--- src/rtl/mpc_pkg.sv ---
// mpc_pkg: shared types, constants and helpers of the pixel colorizer
// depends on nothing; every rtl module refers to it by scoped names
`default_nettype none
package mpc_pkg;

   // iteration limit, a power of two
   localparam int unsigned ITER_LOG2 = 9;
   localparam int unsigned MAX_ITER  = 1 << ITER_LOG2;
   localparam int unsigned CNT_W     = ITER_LOG2 + 1;

   // field widths
   localparam int unsigned Q_W    = 32;
   localparam int unsigned Q_FRAC = 28;
   localparam int unsigned COL_W  = 11;
   localparam int unsigned ROW_W  = 10;
   localparam int unsigned CH_W   = 8;
   localparam int unsigned ESC_W  = 10;
   localparam int unsigned PAL_W  = 2;
   localparam int unsigned CSR_ADDR_W = 5;
   localparam int unsigned CSR_DATA_W = 32;

   // wide intermediate width used before saturating to q4.28
   localparam int unsigned SAT_W = COL_W + 1 + Q_W + 1;
   localparam int unsigned SQ_W  = 2 * Q_W - Q_FRAC;
   localparam int unsigned XY_W  = 2 * Q_W - (Q_FRAC - 1);

   // coloring
   localparam int unsigned SQR_W   = 2 * CNT_W;
   localparam int unsigned QUAD_W  = 4 * CNT_W;
   localparam int unsigned COEF_W  = 13;
   localparam int unsigned SCALE_W = QUAD_W + COEF_W;
   localparam logic [COEF_W-1:0] COEF_R = COEF_W'(9 * 255);
   localparam logic [COEF_W-1:0] COEF_G = COEF_W'(15 * 255);
   localparam logic [COEF_W-1:0] COEF_B = COEF_W'(17 * 255);

   // queue between front and iteration engine
   localparam int unsigned QUEUE_DEPTH = 2;
   localparam int unsigned QPTR_W      = $clog2(QUEUE_DEPTH);
   localparam int unsigned QCNT_W      = $clog2(QUEUE_DEPTH + 1);

   // register reset values
   localparam logic signed [Q_W-1:0] RE_LEFT_RST = -32'sd536870912;
   localparam logic signed [Q_W-1:0] RE_STEP_RST = 32'sd746172;
   localparam logic signed [Q_W-1:0] IM_TOP_RST  = 32'sd335544320;
   localparam logic signed [Q_W-1:0] IM_STEP_RST = -32'sd746483;

   typedef enum logic [2:0] {
      REG_RE_LEFT,
      REG_RE_STEP,
      REG_IM_TOP,
      REG_IM_STEP,
      REG_PALETTE
   } reg_index_type;

   typedef enum logic [PAL_W-1:0] {
      PAL_RGB,
      PAL_GBR,
      PAL_BGR,
      PAL_BRG
   } palette_type;

   typedef enum logic [1:0] {
      FRONT_IDLE,
      FRONT_MUL,
      FRONT_PUSH
   } front_state_type;

   typedef enum logic [1:0] {
      ITER_IDLE,
      ITER_SQUARE,
      ITER_UPDATE,
      ITER_HANDOFF
   } iter_state_type;

   typedef enum logic [2:0] {
      COLOR_IDLE,
      COLOR_PROD,
      COLOR_CROSS,
      COLOR_SCALE,
      COLOR_OUT
   } color_state_type;

   typedef struct packed {
      logic signed [Q_W-1:0] c_re;
      logic signed [Q_W-1:0] c_im;
   } point_type;

   typedef struct packed {
      logic             valid;
      logic [CNT_W-1:0] count;
   } handoff_type;

   // clamp to the signed q4.28 range
   function automatic logic signed [Q_W-1:0] sat_q(input logic signed [SAT_W-1:0] v);
      logic [SAT_W-Q_W:0]    upper;
      logic signed [Q_W-1:0] res;
      upper = v[SAT_W-1:Q_W-1];
      if ((&upper) || !(|upper)) begin
         res = v[Q_W-1:0];
      end else if (v[SAT_W-1]) begin
         res = {1'b1, {(Q_W-1){1'b0}}};
      end else begin
         res = {1'b0, {(Q_W-1){1'b1}}};
      end
      return res;
   endfunction

endpackage
`default_nettype wire

--- src/rtl/mpc_queue.sv ---
// mpc_queue: short register queue of mapped points
// depends on mpc_pkg; sits between mpc_front and mpc_iter
`default_nettype none
module mpc_queue (
   input  logic               clock,
   input  logic               reset,
   input  logic               push,
   input  mpc_pkg::point_type push_point,
   output logic               full,
   input  logic               pop,
   output logic               head_valid,
   output mpc_pkg::point_type head_point
);

   mpc_pkg::point_type entries_ff [mpc_pkg::QUEUE_DEPTH];
   logic [mpc_pkg::QPTR_W-1:0] wr_ptr_ff, wr_ptr_in;
   logic [mpc_pkg::QPTR_W-1:0] rd_ptr_ff, rd_ptr_in;
   logic [mpc_pkg::QCNT_W-1:0] count_ff, count_in;

   function automatic logic [mpc_pkg::QPTR_W-1:0] next_ptr(
      input logic [mpc_pkg::QPTR_W-1:0] p);
      logic [mpc_pkg::QPTR_W-1:0] res;
      if (p == mpc_pkg::QPTR_W'(mpc_pkg::QUEUE_DEPTH - 1)) begin
         res = '0;
      end else begin
         res = p + mpc_pkg::QPTR_W'(1);
      end
      return res;
   endfunction

   assign full       = (count_ff == mpc_pkg::QCNT_W'(mpc_pkg::QUEUE_DEPTH));
   assign head_valid = (count_ff != '0);
   assign head_point = entries_ff[rd_ptr_ff];

   assign wr_ptr_in = push ? next_ptr(wr_ptr_ff) : wr_ptr_ff;
   assign rd_ptr_in = pop ? next_ptr(rd_ptr_ff) : rd_ptr_ff;
   assign count_in  = count_ff + mpc_pkg::QCNT_W'(push) - mpc_pkg::QCNT_W'(pop);

   always_ff @(posedge clock) begin
      if (reset) begin
         wr_ptr_ff <= '0;
         rd_ptr_ff <= '0;
         count_ff  <= '0;
      end else begin
         wr_ptr_ff <= wr_ptr_in;
         rd_ptr_ff <= rd_ptr_in;
         count_ff  <= count_in;
      end
   end

   always_ff @(posedge clock) begin
      if (push) begin
         entries_ff[wr_ptr_ff] <= push_point;
      end
   end

`ifndef SYNTH
   a_no_overflow: assert property (@(posedge clock) disable iff (reset)
      full |-> !push)
      else $error("push into full queue");

   a_no_underflow: assert property (@(posedge clock) disable iff (reset)
      !head_valid |-> !pop)
      else $error("pop from empty queue");

   a_count_bound: assert property (@(posedge clock) disable iff (reset)
      count_ff <= mpc_pkg::QCNT_W'(mpc_pkg::QUEUE_DEPTH))
      else $error("queue count beyond depth");
`endif

endmodule
`default_nettype wire

--- config.mk ---
export PLATFORM = sky130hd
export DESIGN_NAME = mpc_queue
export DESIGN_NICKNAME = d
export VERILOG_FILES = /design/src/rtl/mpc_pkg.sv /design/src/rtl/mpc_queue.sv
export SDC_FILE = /design/constraint.sdc
export NUM_CORES = 1
export LEC_CHECK = 0
export ABC_AREA = 0
export BUFFER_PORTS_ARGS = -buffer_cell sky130_fd_sc_hd__buf_2
export CORE_AREA = 2 2 143 159
export CTS_CLUSTER_DIAMETER = 100
export DETAILED_ROUTE_END_ITERATION = 12
export DIE_AREA = 0 0 145 161
export PLACE_DENSITY = 0.54
export SLEW_MARGIN = 20
export SYNTH_ARGS = -nofsm -noshare
export SYNTH_HDL_FRONTEND = slang
export SYNTH_SLANG_ARGS = --single-unit
export TNS_END_PERCENT = 1
--- constraint.sdc ---
create_clock -name clock -period 4.37 [get_ports clock]
set_input_delay 0 -clock clock [delete_from_list [all_inputs] [get_ports clock]]
set_output_delay 0 -clock clock [all_outputs]
set_load 0.02 [all_outputs]
# After elaboration in Yosys (flattened, before gate mapping)
# Memories as Yosys holds them, arrays and structs flattened. A register that Yosys moved wholly into a read port is not among the register bits.
# Index checks and enable logic that the tools add are counted.
[totals]
reg_bits = 4
ramBits = 128
in_bits = 68
output_inout_bits = 66
elab_cells = 16
mem_count = 1
[memory_table]
columns = ["name", "depth", "width", "rd", "rd_clocked_by_memory_dff", "write_ports", "line", "source"]
rows = [
  ["entries_ff", 2, 64, 1, 1, 1, "mpc_queue.sv:15", "mpc_pkg::point_type entries_ff [mpc_pkg::QUEUE_DEPTH];"],
]
[classes]
n_addsub = 4
eq_ne = 1
mux = 6
reduce_logical = 1
[op_table]
columns = ["operator", "count"]
rows = [
  ["1-bit 2-to-1 mux", 6],
  ["1-bit adder, second input constant", 2],
  ["2-bit by 1-bit adder with 2-bit output", 1],
  ["2-bit == test, second input constant", 1],
  ["2-bit nonzero test", 1],
  ["2-bit by 1-bit subtractor with 2-bit output", 1],
]

# Logic depth before layout (Yosys ltp)
[depth]
ltp_word = 4
depth_mapped = 6

# Least setup slack after synthesis
# Ideal clock, no wire load.
[synth_path]
path_type = "flip-flop to flip-flop"
start = "reg wr_ptr_ff"
end = "mem entries_ff[0][0] (netlist bit) (enable)"
t_arrival_ps = 3173
slack_ps = 703
path_stages_with_launch = 2
path_buffers = 0
period_less_slack_ps = 3667
path_cell_list = "dfxtp_1 -> nor2b_1"
[synth_rtl]
columns = ["element", "line", "source"]
rows = [
  ["from (decl)", "mpc_queue.sv:16", "logic [mpc_pkg::QPTR_W-1:0] wr_ptr_ff, wr_ptr_in;"],
  ["from (signal assigned)", "mpc_queue.sv:45", "wr_ptr_ff <= wr_ptr_in;"],
  ["to (decl)", "mpc_queue.sv:15", ""],
]
# No word-level cell before the write port.

==> impl_metrics.json <==
{
  "nets": 505,
  "hold_violations": 0,
  "clock_sinks": 133,
  "use_met2": 0.161,
  "setup_ws_ns": 2.01,
  "htreeDepth": 4,
  "rsz0062_at_grt": "false",
  "vias": 2752,
  "crit_slowest_cell": "dfxtp_4",
  "yosysSeqAreaShare": 0.767,
  "crit_fanout": 43,
  "dieHeight_um": 161,
  "synthDistinctLibCells": 14,
  "clk_latency_ns": 0.41,
  "cts_buffers": 17,
  "antenna_found_initial": 0,
  "min_period_over_period": 0.539,
  "syn_inst": 220,
  "post_cts_resized": 0,
  "port_buffers": 133,
  "wirelength_um": 10000,
  "place_inst": 643,
  "cpPeakStageDelay_ns": 0.89,
  "layout.cells.non_filler": 739,
  "pre_cts_ws_ns": 2.25,
  "cp_top_family": "flip-flops",
  "clkTransAtPathRegs_ns": 0.06,
  "fillers": 2132,
  "drt_iter0_drc": 89,
  "die_area_sq_mm": 0.0233,
  "grt_overflow_total": 0,
  "ys_warn_count": 0,
  "drive_gt1_frac": 0.507,
  "grt_pass1_vias": 3122,
  "die_w_um": 145,
  "outcome": "finished clean",
  "syn_nets": 290,
  "row_count": 57,
  "busiest_layer": "met2",
  "slew_headroom": 0.382,
  "met1_usage": 0.0941,
  "p_leak_nw": 2.86,
  "fin_worst_skew_ns": 0.00992,
  "worst-path-buf-inv": 2,
  "critPathKind": "register to output port",
  "slew_violations": 0,
  "firstDrtPassIters": 4,
  "root_buffer": "clkbuf_16",
  "tritoncts": "done",
  "arrival_ns": 2.36,
  "dp_hpwl_um": 6160,
  "ios": 134,
  "max_freq_ghz": 0.424,
  "path_cells": "buf_4 > mux2_4 > buf_2",
  "syn-cell-area_sq_mm": 0.00514,
  "initial_core_util": 0.236,
  "required_ns": 4.37,
  "post-route-min-period_ns": 2.36,
  "area_delta_synth_final_pct": 42.0,
  "n_antenna_cell": 0,
  "min_path_type": "input port to register",
  "grt_pass1_wl_um": 16000,
  "start_kind": "register",
  "tightest_slew_ns": 0.926,
  "place_congestion": 0.664,
  "finalSetupViolCount": 0,
  "ant_nets": 0,
  "syn_area_per_cell_sq_um": 23.4,
  "met3_usage": 0.0345,
  "total_power_mw": 3.33,
  "tns_ns": 0,
  "maxCapViolCount": 0,
  "wire_per_inst_um": 13.5,
  "ir_worst_vdd_v": 0.000246,
  "core_area_sq_mm": 0.0218,
  "power_density_mw_per_mm2": 456,
  "drc_errors": 0,
  "vias_per_cell": 3.72,
  "cts_max_path_buffers": 2,
  "grtUsageTotal": 0.0901,
  "endpoint_kind": "output port",
  "grt_max_degree": 65,
  "yosys_register_bits": 133
}
registers in the layout, summed over array words and instances, names as in the netlist, named ones only:
register / cells
wr_ptr_ff: 1
rd_ptr_ff: 1
entries_ff: 128
count_ff: 2
layout make-up:
cell class                 count  area (sq um)  share of cell area
clock buffer                  20           437              0.0598
multi-input combinational     78          1070               0.146
timing repair buffer         203          1360               0.186
clock inverter                 8           111              0.0153
tap                          295           369              0.0506
sequential                   133          3950               0.541
inverter                       2          7.51             0.00103
through the flow:
| stage | utilization | hold slack, ns | area (sq um) |
|---|---|---|---|
| CTS | 0.336 | 0.280 | 7300 |
| global route | 0.336 | 0.306 | 7300 |
| detailed placement | 0.279 | 0.193 | 6070 |
| global placement | 0.279 | 0.189 | 6070 |
| finish | 0.336 | 0.318 | 7300 |
| floorplan | - | 0.0716 | 5140 |
per-layer routing:
layer / part of all wire / vias up
met4: 0.018 / 0
li1: - / 1290
met1: 0.39 / 1371
met5: 0 / -
met3: 0.052 / 13
met2: 0.54 / 78
cell usage after synthesis (all sizes together):
| master | count | area share |
|---|---|---|
| xnor3 | 1 | 0.0044 |
| dfxtp | 5 | 0.019 |
| nor2b | 3 | 0.0037 |
| or2 | 1 | 0.0012 |
| edfxtp | 128 | 0.75 |
| and2 | 1 | 0.0012 |
| xnor2 | 2 | 0.0034 |
| mux2 | 64 | 0.18 |
| nor2 | 4 | 0.0029 |
| inv | 2 | 0.0015 |
| buf | 7 | 0.026 |
| ha | 2 | 0.0049 |
cells in the final DEF (no fill, tap or decap), types with 3 or more instances in the layout:
cell	instances
dlygate4sd3_1	68
clkbuf_16	17
clkbuf_1	3
buf_2	133
nor2_1	4
mux2_2	4
clkinv_1	3
mux2_4	60
bufinv_16	3
dfxtp_1	4
edfxtp_1	128
power breakdown:
group / internal (mW) / switching (mW) / leakage (nW)
Sequential: 1.49 / 0.0428 / 1.24
Clock: 0.875 / 0.472 / 0.268
Combinational: 0.229 / 0.217 / 1.35
kinds of logic after synthesis:
group | share of synthesized area
simple gates | 0.00901
mux | 0.184
flops | 0.767
fa+ha+maj | 0.00487
buf+inv | 0.0270
xor+xnor | 0.00779
timing repair:
item / 4_1_cts / 5_1_grt
setup buffers: 0 / 0
hold buffers: 68 / 0
endpoints found under the hold margin: 133 / 0
worst paths after layout:
path                                             start                          end  slack (ns)  cells past startpoint
worst max register to register  wr_ptr_ff$_SDFFE_PP0P_  entries_ff[0][29]$_DFFE_PP_        2.34                      2
worst min-delay path                    push_point[51]  entries_ff[0][51]$_DFFE_PP_        0.32                      2
worst min register to register  rd_ptr_ff$_SDFFE_PP0P_       rd_ptr_ff$_SDFFE_PP0P_        0.52                      2
worst max-delay path                          register               head_point[31]        2.01                      3
(Power assumes the default switching activity.)
