<file path="config.mk">
export PLATFORM = sky130hd
export DESIGN_NAME = mpc_front
export DESIGN_NICKNAME = d
export VERILOG_FILES = /design/src/rtl/mpc_pkg.sv /design/src/rtl/mpc_front.sv
export SDC_FILE = /design/constraint.sdc
export NUM_CORES = 2
export LEC_CHECK = 0
export BUFFER_PORTS_ARGS = -buffer_cell sky130_fd_sc_hd__buf_2
export CORE_MARGIN = 2
export CORE_UTILIZATION = 58
export CTS_CLUSTER_DIAMETER = 120
export CTS_CLUSTER_SIZE = 12
export DETAILED_ROUTE_END_ITERATION = 8
export PLACE_DENSITY = 0.78
export SLEW_MARGIN = 20
export SYNTH_ARGS = -nofsm -noshare
export SYNTH_HDL_FRONTEND = slang
export SYNTH_SLANG_ARGS = --single-unit
</file>
<file path="constraint.sdc">
create_clock -name clock -period 6.35 [get_ports clock]
set_clock_uncertainty 0.05 [all_clocks]
set_input_delay 0.3175 -clock clock [delete_from_list [all_inputs] [get_ports clock]]
set_output_delay 0.3175 -clock clock [all_outputs]
set_load 0.03 [all_outputs]
</file>
<file path="src/rtl/mpc_pkg.sv">
// mpc_pkg: shared types, constants and helpers of the pixel colorizer
// depends on nothing; every rtl module refers to it by scoped names
`default_nettype none
package mpc_pkg;

   // iteration limit, a power of two
   localparam int unsigned ITER_LOG2 = 9;
   localparam int unsigned MAX_ITER  = 1 << ITER_LOG2;
   localparam int unsigned CNT_W     = ITER_LOG2 + 1;

   // field widths
   localparam int unsigned Q_W    = 32;
   localparam int unsigned Q_FRAC = 28;
   localparam int unsigned COL_W  = 11;
   localparam int unsigned ROW_W  = 10;
   localparam int unsigned CH_W   = 8;
   localparam int unsigned ESC_W  = 10;
   localparam int unsigned PAL_W  = 2;
   localparam int unsigned CSR_ADDR_W = 5;
   localparam int unsigned CSR_DATA_W = 32;

   // wide intermediate width used before saturating to q4.28
   localparam int unsigned SAT_W = COL_W + 1 + Q_W + 1;
   localparam int unsigned SQ_W  = 2 * Q_W - Q_FRAC;
   localparam int unsigned XY_W  = 2 * Q_W - (Q_FRAC - 1);

   // coloring
   localparam int unsigned SQR_W   = 2 * CNT_W;
   localparam int unsigned QUAD_W  = 4 * CNT_W;
   localparam int unsigned COEF_W  = 13;
   localparam int unsigned SCALE_W = QUAD_W + COEF_W;
   localparam logic [COEF_W-1:0] COEF_R = COEF_W'(9 * 255);
   localparam logic [COEF_W-1:0] COEF_G = COEF_W'(15 * 255);
   localparam logic [COEF_W-1:0] COEF_B = COEF_W'(17 * 255);

   // queue between front and iteration engine
   localparam int unsigned QUEUE_DEPTH = 2;
   localparam int unsigned QPTR_W      = $clog2(QUEUE_DEPTH);
   localparam int unsigned QCNT_W      = $clog2(QUEUE_DEPTH + 1);

   // register reset values
   localparam logic signed [Q_W-1:0] RE_LEFT_RST = -32'sd536870912;
   localparam logic signed [Q_W-1:0] RE_STEP_RST = 32'sd746172;
   localparam logic signed [Q_W-1:0] IM_TOP_RST  = 32'sd335544320;
   localparam logic signed [Q_W-1:0] IM_STEP_RST = -32'sd746483;

   typedef enum logic [2:0] {
      REG_RE_LEFT,
      REG_RE_STEP,
      REG_IM_TOP,
      REG_IM_STEP,
      REG_PALETTE
   } reg_index_type;

   typedef enum logic [PAL_W-1:0] {
      PAL_RGB,
      PAL_GBR,
      PAL_BGR,
      PAL_BRG
   } palette_type;

   typedef enum logic [1:0] {
      FRONT_IDLE,
      FRONT_MUL,
      FRONT_PUSH
   } front_state_type;

   typedef enum logic [1:0] {
      ITER_IDLE,
      ITER_SQUARE,
      ITER_UPDATE,
      ITER_HANDOFF
   } iter_state_type;

   typedef enum logic [2:0] {
      COLOR_IDLE,
      COLOR_PROD,
      COLOR_CROSS,
      COLOR_SCALE,
      COLOR_OUT
   } color_state_type;

   typedef struct packed {
      logic signed [Q_W-1:0] c_re;
      logic signed [Q_W-1:0] c_im;
   } point_type;

   typedef struct packed {
      logic             valid;
      logic [CNT_W-1:0] count;
   } handoff_type;

   // clamp to the signed q4.28 range
   function automatic logic signed [Q_W-1:0] sat_q(input logic signed [SAT_W-1:0] v);
      logic [SAT_W-Q_W:0]    upper;
      logic signed [Q_W-1:0] res;
      upper = v[SAT_W-1:Q_W-1];
      if ((&upper) || !(|upper)) begin
         res = v[Q_W-1:0];
      end else if (v[SAT_W-1]) begin
         res = {1'b1, {(Q_W-1){1'b0}}};
      end else begin
         res = {1'b0, {(Q_W-1){1'b1}}};
      end
      return res;
   endfunction

endpackage
`default_nettype wire

</file>
<file path="src/rtl/mpc_front.sv">
// mpc_front: takes a pixel position and maps it to the point c
// depends on mpc_pkg; feeds mpc_queue
`default_nettype none
module mpc_front (
   input  logic                         clock,
   input  logic                         reset,
   input  logic                         req_valid,
   output logic                         req_ready,
   input  logic [mpc_pkg::COL_W-1:0]    req_column,
   input  logic [mpc_pkg::ROW_W-1:0]    req_row,
   input  logic signed [mpc_pkg::Q_W-1:0] re_left,
   input  logic signed [mpc_pkg::Q_W-1:0] re_step,
   input  logic signed [mpc_pkg::Q_W-1:0] im_top,
   input  logic signed [mpc_pkg::Q_W-1:0] im_step,
   input  logic                         queue_full,
   output logic                         push,
   output mpc_pkg::point_type           push_point
);

   localparam int unsigned PRE_W = mpc_pkg::COL_W + 1 + mpc_pkg::Q_W;
   localparam int unsigned PIM_W = mpc_pkg::ROW_W + 1 + mpc_pkg::Q_W;

   mpc_pkg::front_state_type state_ff, state_in;
   logic [mpc_pkg::COL_W-1:0] col_ff;
   logic [mpc_pkg::ROW_W-1:0] row_ff;
   logic signed [PRE_W-1:0]   prod_re_ff, prod_re_in;
   logic signed [PIM_W-1:0]   prod_im_ff, prod_im_in;
   logic                      capture;
   logic                      mul_en;

   always_comb begin
      state_in = state_ff;
      case (state_ff)
         mpc_pkg::FRONT_IDLE: begin
            if (req_valid) begin
               state_in = mpc_pkg::FRONT_MUL;
            end
         end
         mpc_pkg::FRONT_MUL: begin
            state_in = mpc_pkg::FRONT_PUSH;
         end
         mpc_pkg::FRONT_PUSH: begin
            if (!queue_full) begin
               state_in = mpc_pkg::FRONT_IDLE;
            end
         end
         default: begin
            state_in = mpc_pkg::FRONT_IDLE;
         end
      endcase
   end

   always_comb begin
      req_ready = 1'b0;
      push      = 1'b0;
      capture   = 1'b0;
      mul_en    = 1'b0;
      case (state_ff)
         mpc_pkg::FRONT_IDLE: begin
            req_ready = 1'b1;
            capture   = req_valid;
         end
         mpc_pkg::FRONT_MUL: begin
            mul_en = 1'b1;
         end
         mpc_pkg::FRONT_PUSH: begin
            push = !queue_full;
         end
         default: begin
            req_ready = 1'b0;
         end
      endcase
   end

   assign prod_re_in = $signed({1'b0, col_ff}) * re_step;
   assign prod_im_in = $signed({1'b0, row_ff}) * im_step;

   assign push_point.c_re = mpc_pkg::sat_q(mpc_pkg::SAT_W'(prod_re_ff)
                                           + mpc_pkg::SAT_W'(re_left));
   assign push_point.c_im = mpc_pkg::sat_q(mpc_pkg::SAT_W'(prod_im_ff)
                                           + mpc_pkg::SAT_W'(im_top));

   always_ff @(posedge clock) begin
      if (reset) begin
         state_ff <= mpc_pkg::FRONT_IDLE;
      end else begin
         state_ff <= state_in;
      end
   end

   always_ff @(posedge clock) begin
      if (capture) begin
         col_ff <= req_column;
         row_ff <= req_row;
      end
      if (mul_en) begin
         prod_re_ff <= prod_re_in;
         prod_im_ff <= prod_im_in;
      end
   end

endmodule
`default_nettype wire

</file>
---- Yosys cells after proc, flatten, opt, wreduce, memory -nomap -nowiden ----
Index checks and enable logic that the tools add are counted.
storage, ports and cells
  bits in registers ....................... 110
  bits of input ports ..................... 153
  logic and storage cells ................. 35
operators by class
  $add $sub $neg .......................... 2
  $mul .................................... 2
  equal/unequal tests ..................... 4
  muxes and demuxes ....................... 11
  reduce and logical (&&, ||, !) cells .... 11
operators by type and width
  kind                                                 number
  two-way mux 32 bit                                   4
  adder 44 x 32 -> 45 bit                              1
  adder 43 x 32 -> 44 bit                              1
  multiplier 12 x 32 -> 44 bit                         1
  multiplier 11 x 32 -> 43 bit                         1
  AND reduction 14 bit                                 2
  OR reduction 14 bit                                  2
  one-hot mux 2 bit (3 select lines)                   1
  two-way mux 1 bit                                    4
  two-way mux 2 bit                                    2
  != test 2 bit, second input constant                 2
  logical NOT 1 bit                                    3
  equality test 2 x 1 -> 1 bit, second input constant  1
  equality test 2 bit, second input constant           1
  logical NOT 2 bit                                    1
  logical OR 1 bit                                     2
  AND reduction 2 bit                                  1

---- Depth between registers and ports, before layout ----
  word-level depth ........................ 5
  mapped depth ............................ 24
  mapped depth without buffers ............ 23

---- Worst setup path before layout ----
Ideal clock, no wire load.
  path kind ............................... register to register
  start point ............................. register col_ff[3] (netlist bit)
  end point ............................... register prod_re_ff[41] (data pin)
  setup time .............................. 258 ps
  arrival time ............................ 5,799 ps
  required time ........................... 6,042 ps
  setup slack ............................. 243 ps
  stages on the path, launching flop included .. 25
  buffers on the path ..................... 1
  clock period less this slack ............ 6,107 ps
  path through ............................ edfxtp_1 > clkbuf_1 > nand2_1 > fa_1 > inv_1 > fa_1 > inv_1 > fa_1 > inv_1 > fa_1 > inv_1 > fa_1 > inv_1 > ha_1 > a21oi_1 > o21ai_0 > a31oi_1 > a21oi_1 > o41ai_1 > a41oi_1 > o41a_1 > and3_1 > a221o_1 > a21oi_1 > xnor2_1
on the way
  cells in the longest elaborated chain, start to end .. 1
RTL lines
  what                          line             text
  start, declared               mpc_front.sv:24  logic [mpc_pkg::COL_W-1:0] col_ff;
  start signal, assigned        mpc_front.sv:93  col_ff <= req_column;
  multiplier 12 x 32 -> 44 bit  mpc_front.sv:75  assign prod_re_in = $signed({1'b0, col_ff}) * re_step;
  via prod_re_in[41]            mpc_front.sv:26  logic signed [PRE_W-1:0] prod_re_ff, prod_re_in;
  end signal, assigned          mpc_front.sv:97  prod_re_ff <= prod_re_in;
  end, declared                 mpc_front.sv:26
The timed path passes the listed nets, and every way through them passes these cells.
A chain may end at the register's enable or synchronous reset.

---- Worst setup path in the final report ----
  start point ............................. register col_ff[5] (netlist bit)
  end point ............................... register prod_re_ff[41] (data pin)
The elaborated chain is that of the path after synthesis.

==> qor.csv <==
stage;metric;value;unit
global_routing;grtUsageMet2;0.4600;
global_routing;global_route_wire_length_before_repair;129300;µm
clocking;numCtsBuffers;9;
routing;detailroute.via_count;25356;
timing;unrepaired_setup_endpoints_after_global_routing;yes;
placed_design;numPlacedInstances;4487;
logic_synthesis;synth_most_common_cell;inv_1;
global_routing;gr-usage-met3;0.05241;
final_layout;area_growth_syn_to_layout;8.965;%
logic_synthesis;synth.top_cell.area_share;0.3646;
routing;totalWireLength;79590;µm
worst_setup_path;worst_r2r_path_depth;22;
routing;ant_nets;0;
global_routing;busiest_layer;met2;
run_status;outcome;complete, no violations;
placed_design;place.gp.congestion;0.9280;
logic_synthesis;mappedNetlistArea;31850;µm²
timing;timing.fmax;160.7;MHz
worst_setup_path;end_kind;flop;
logic_synthesis;synth_top_area_cell;fa_1;
floorplan;die_area;56800;µm²
worst_setup_path;element_type_at_the_critical_path_start;flop;
clocking;post_cts_hold_buffer_count;0;
worst_setup_path;worst_ep_arrival_time;6.32;ns
logic_synthesis;synthArstFlopShare;0;
floorplan;num_io_pins;219;
worst_setup_path;r2r-start;col_ff[5]$_DFFE_PP_;
clocking;tritoncts;yes;
global_routing;grt_use_met1;0.3959;
placed_design;dp_hpwl;66060;µm
worst_setup_path;cp-startpoint;col_ff[5]$_DFFE_PP_;
floorplan;die_height;238.3;µm
timing;drv_slew;0;
worst_setup_path;critPathRequiredTime;6.45;ns
routing;route.detailed.wl_per_inst;17.58;µm
global_routing;largest_net_degree_at_the_start_of_global_routing;57;
routing;drt_pre_antenna_iters;5;
logic_synthesis;ys_warn_count;0;
timing;worst_slew_slack_as_a_fraction_of_its_limit;0.2945;
final_layout;nFillCells;4384;
min_path;worst_hold_startpoint;reset;
routing;detail_route.iter0.violations;1714;
final_layout;drive_gt1_frac;0.1031;
timing;worst_hold_slack;0.04747;ns
min_path;worstHoldEndpoint;state_ff[0]$_SDFFE_PP0P_;
worst_setup_path;capturing_point_of_the_worst_reg2reg_path;prod_re_ff[41]$_DFFE_PN_;
timing;totalNegativeSetupSlack;0;ns
worst_setup_path;timing_worst_setup_path_type;flop to flop;
logic_synthesis;leading_post_synthesis_cells_by_instance_count;inv_1, fa_1, nand2_1, ha_1, and2_1;
logic_synthesis;ys_top_cells_by_area;fa_1, ha_1, edfxtp_1, inv_1, nand2_1;
timing;final.min_clock_period;6.223;ns
clocking;clkTransAtPathRegs;0.09;ns
floorplan;initial_utilization;0.5895;
logic_synthesis;synth_area_per_cell;8.716;µm²
logic_synthesis;post_synth_inst_count;3654;
timing;postLayoutSetupSlackWorst;0.1272;ns
placed_design;dp_worst_setup_slack;-0.1405;ns
global_routing;antenna_found_initial;13;
logic_synthesis;synth-seq-cells;110;
global_routing;global_route.overflow_total;0;
logic_synthesis;synthFlopType;edfxtp_1;
timing;setup_viol_count_final;0;
final_layout;final_net_count;4824;
placed_design;port_buffers;218;
clocking;cts.htree.levels;3;
run;max_cap_violations;0;
logic_synthesis;sequential_share_of_the_synthesized_area;0.1031;
logic_synthesis;synth-edff-count;108;
global_routing;groute.usage.overall;0.2846;
clocking;worst_skew_pair.late_latency;0.39;ns
final_layout;instances_no_fill;4526;
floorplan;die-width;238.3;µm
clocking;cts-root-to-sink-buffers;2;
clocking;cts_num_sinks;110;
floorplan;std_cell_core_area;54030;µm²
routing;drc;0;
clocking;cts_root_buffer;clkbuf_16;
timing;worst_tran_pin_value;1.058;ns
floorplan;rows;85;
global_routing;grt_pass1_vias;26091;
logic_synthesis;synth.distinct_cells;77;
routing;post_drt_via_cell_ratio;5.602;
timing;finalHoldViolCount;0;
timing;final.period_utilization;0.9800;
logic_synthesis;total_nets_after_synthesis;4661;
worst_setup_path;timing.critical_path.fanout_max;13;
min_path;min_path_type;input port to flop;
worst_setup_path;setup.reg_to_reg.worst_slack;0.13;ns
min_path;hold_depth;2;
-- critical path, stage by stage (launching register included) --
cell	delay, ns
edfxtp_1	0.46
buf_6	0.17
buf_12	0.14
buf_4	0.19
nand2_1	0.10
fa_1	0.44
fa_1	0.52
inv_1	0.05
fa_1	0.49
fa_1	0.50
inv_1	0.05
fa_1	0.47
inv_1	0.04
ha_1	0.29
buf_4	0.16
nor2b_1	0.12
o21ai_0	0.33
a41oi_4	0.21
o41a_1	0.42
and3_1	0.20
a221o_1	0.35
a21oi_2	0.13
xnor2_1	0.07
-- stage by stage --
step	area, µm²	utilization
after CTS	34310	0.6350
after detailed placement	33940	0.6282
after global routing	34700	0.6423
final	34700	0.6423
after global placement	33940	0.6282
after floorplan	31850	-
-- cell type report --
cell class | count | area [µm²] | share of cell area
tap | 696 | 870.8 | 0.02509
antenna | 8 | 20.02 | 0.0005769
timing repair buffer | 317 | 2062 | 0.05942
clock inverter | 7 | 72.57 | 0.002091
inverter | 716 | 2688 | 0.07745
clock buffer | 9 | 225.2 | 0.006490
multi-input combinational | 2663 | 25480 | 0.7343
sequential | 110 | 3283 | 0.09461
-- kinds of logic (layout without fill, tap and decap cells) --
logic type / after synthesis / in the layout / synth area share
flops: 110 / 110 / 0.1031
other cells: 0 / 8 / 0
simple gates: 1097 / 1097 / 0.1637
mux: 2 / 2 / 0.0006286
buf+inv: 881 / 1049 / 0.1052
xor+xnor: 157 / 157 / 0.04318
compound gates: 553 / 553 / 0.1120
fa+ha+maj: 854 / 854 / 0.4722
-- registers in the layout (all words and copies together), names as in the netlist --
name,flops
col_ff,11
prod_im_ff,43
prod_re_ff,44
row_ff,10
state_ff,2
-- placed cells by master, fill, tap and decap left out, drive strengths merged, types with 26 or more instances in the layout --
cell / count
inv: 720
fa: 580
nand2: 551
buf: 315
ha: 274
and2: 239
a21oi: 179
o21ai: 123
edfxtp: 108
xnor2: 104
nor2: 102
a21o: 91
xor2: 53
nand4: 31
nor2b: 31
nand3: 27
nand2b: 26
nor3: 26
-- routing by layer --
layer | vias up | wire length [µm]
met5 | - | 90
met4 | 6 | 1768
met3 | 143 | 6795
met2 | 963 | 36750
met1 | 12462 | 34180
li1 | 11782 | -
-- worst max path at each step --
stage	endpoint	slack (ns)	depth (start not counted)
floorplan	prod_re_ff[41]$_DFFE_PN_	0.24	24
global placement	prod_re_ff[43]$_DFFE_PN_	-0.0003	25
detailed placement	prod_re_ff[39]$_DFFE_PN_	-0.14	22
CTS	prod_re_ff[41]$_DFFE_PN_	0.001	24
global route	prod_re_ff[42]$_DFFE_PN_	-0.09	24
finish	prod_re_ff[41]$_DFFE_PN_	0.13	22
-- timing repair --
item,CTS,global route
pin swaps,3,27
gates resized for setup,6,54
buffers inserted,4,9
setup endpoints to repair,4,15
cloned,0,2
hold endpoints to repair,0,0
Power is not shown: default switching activity piles up to over one toggle a cycle in this logic, so the estimate is an artifact.
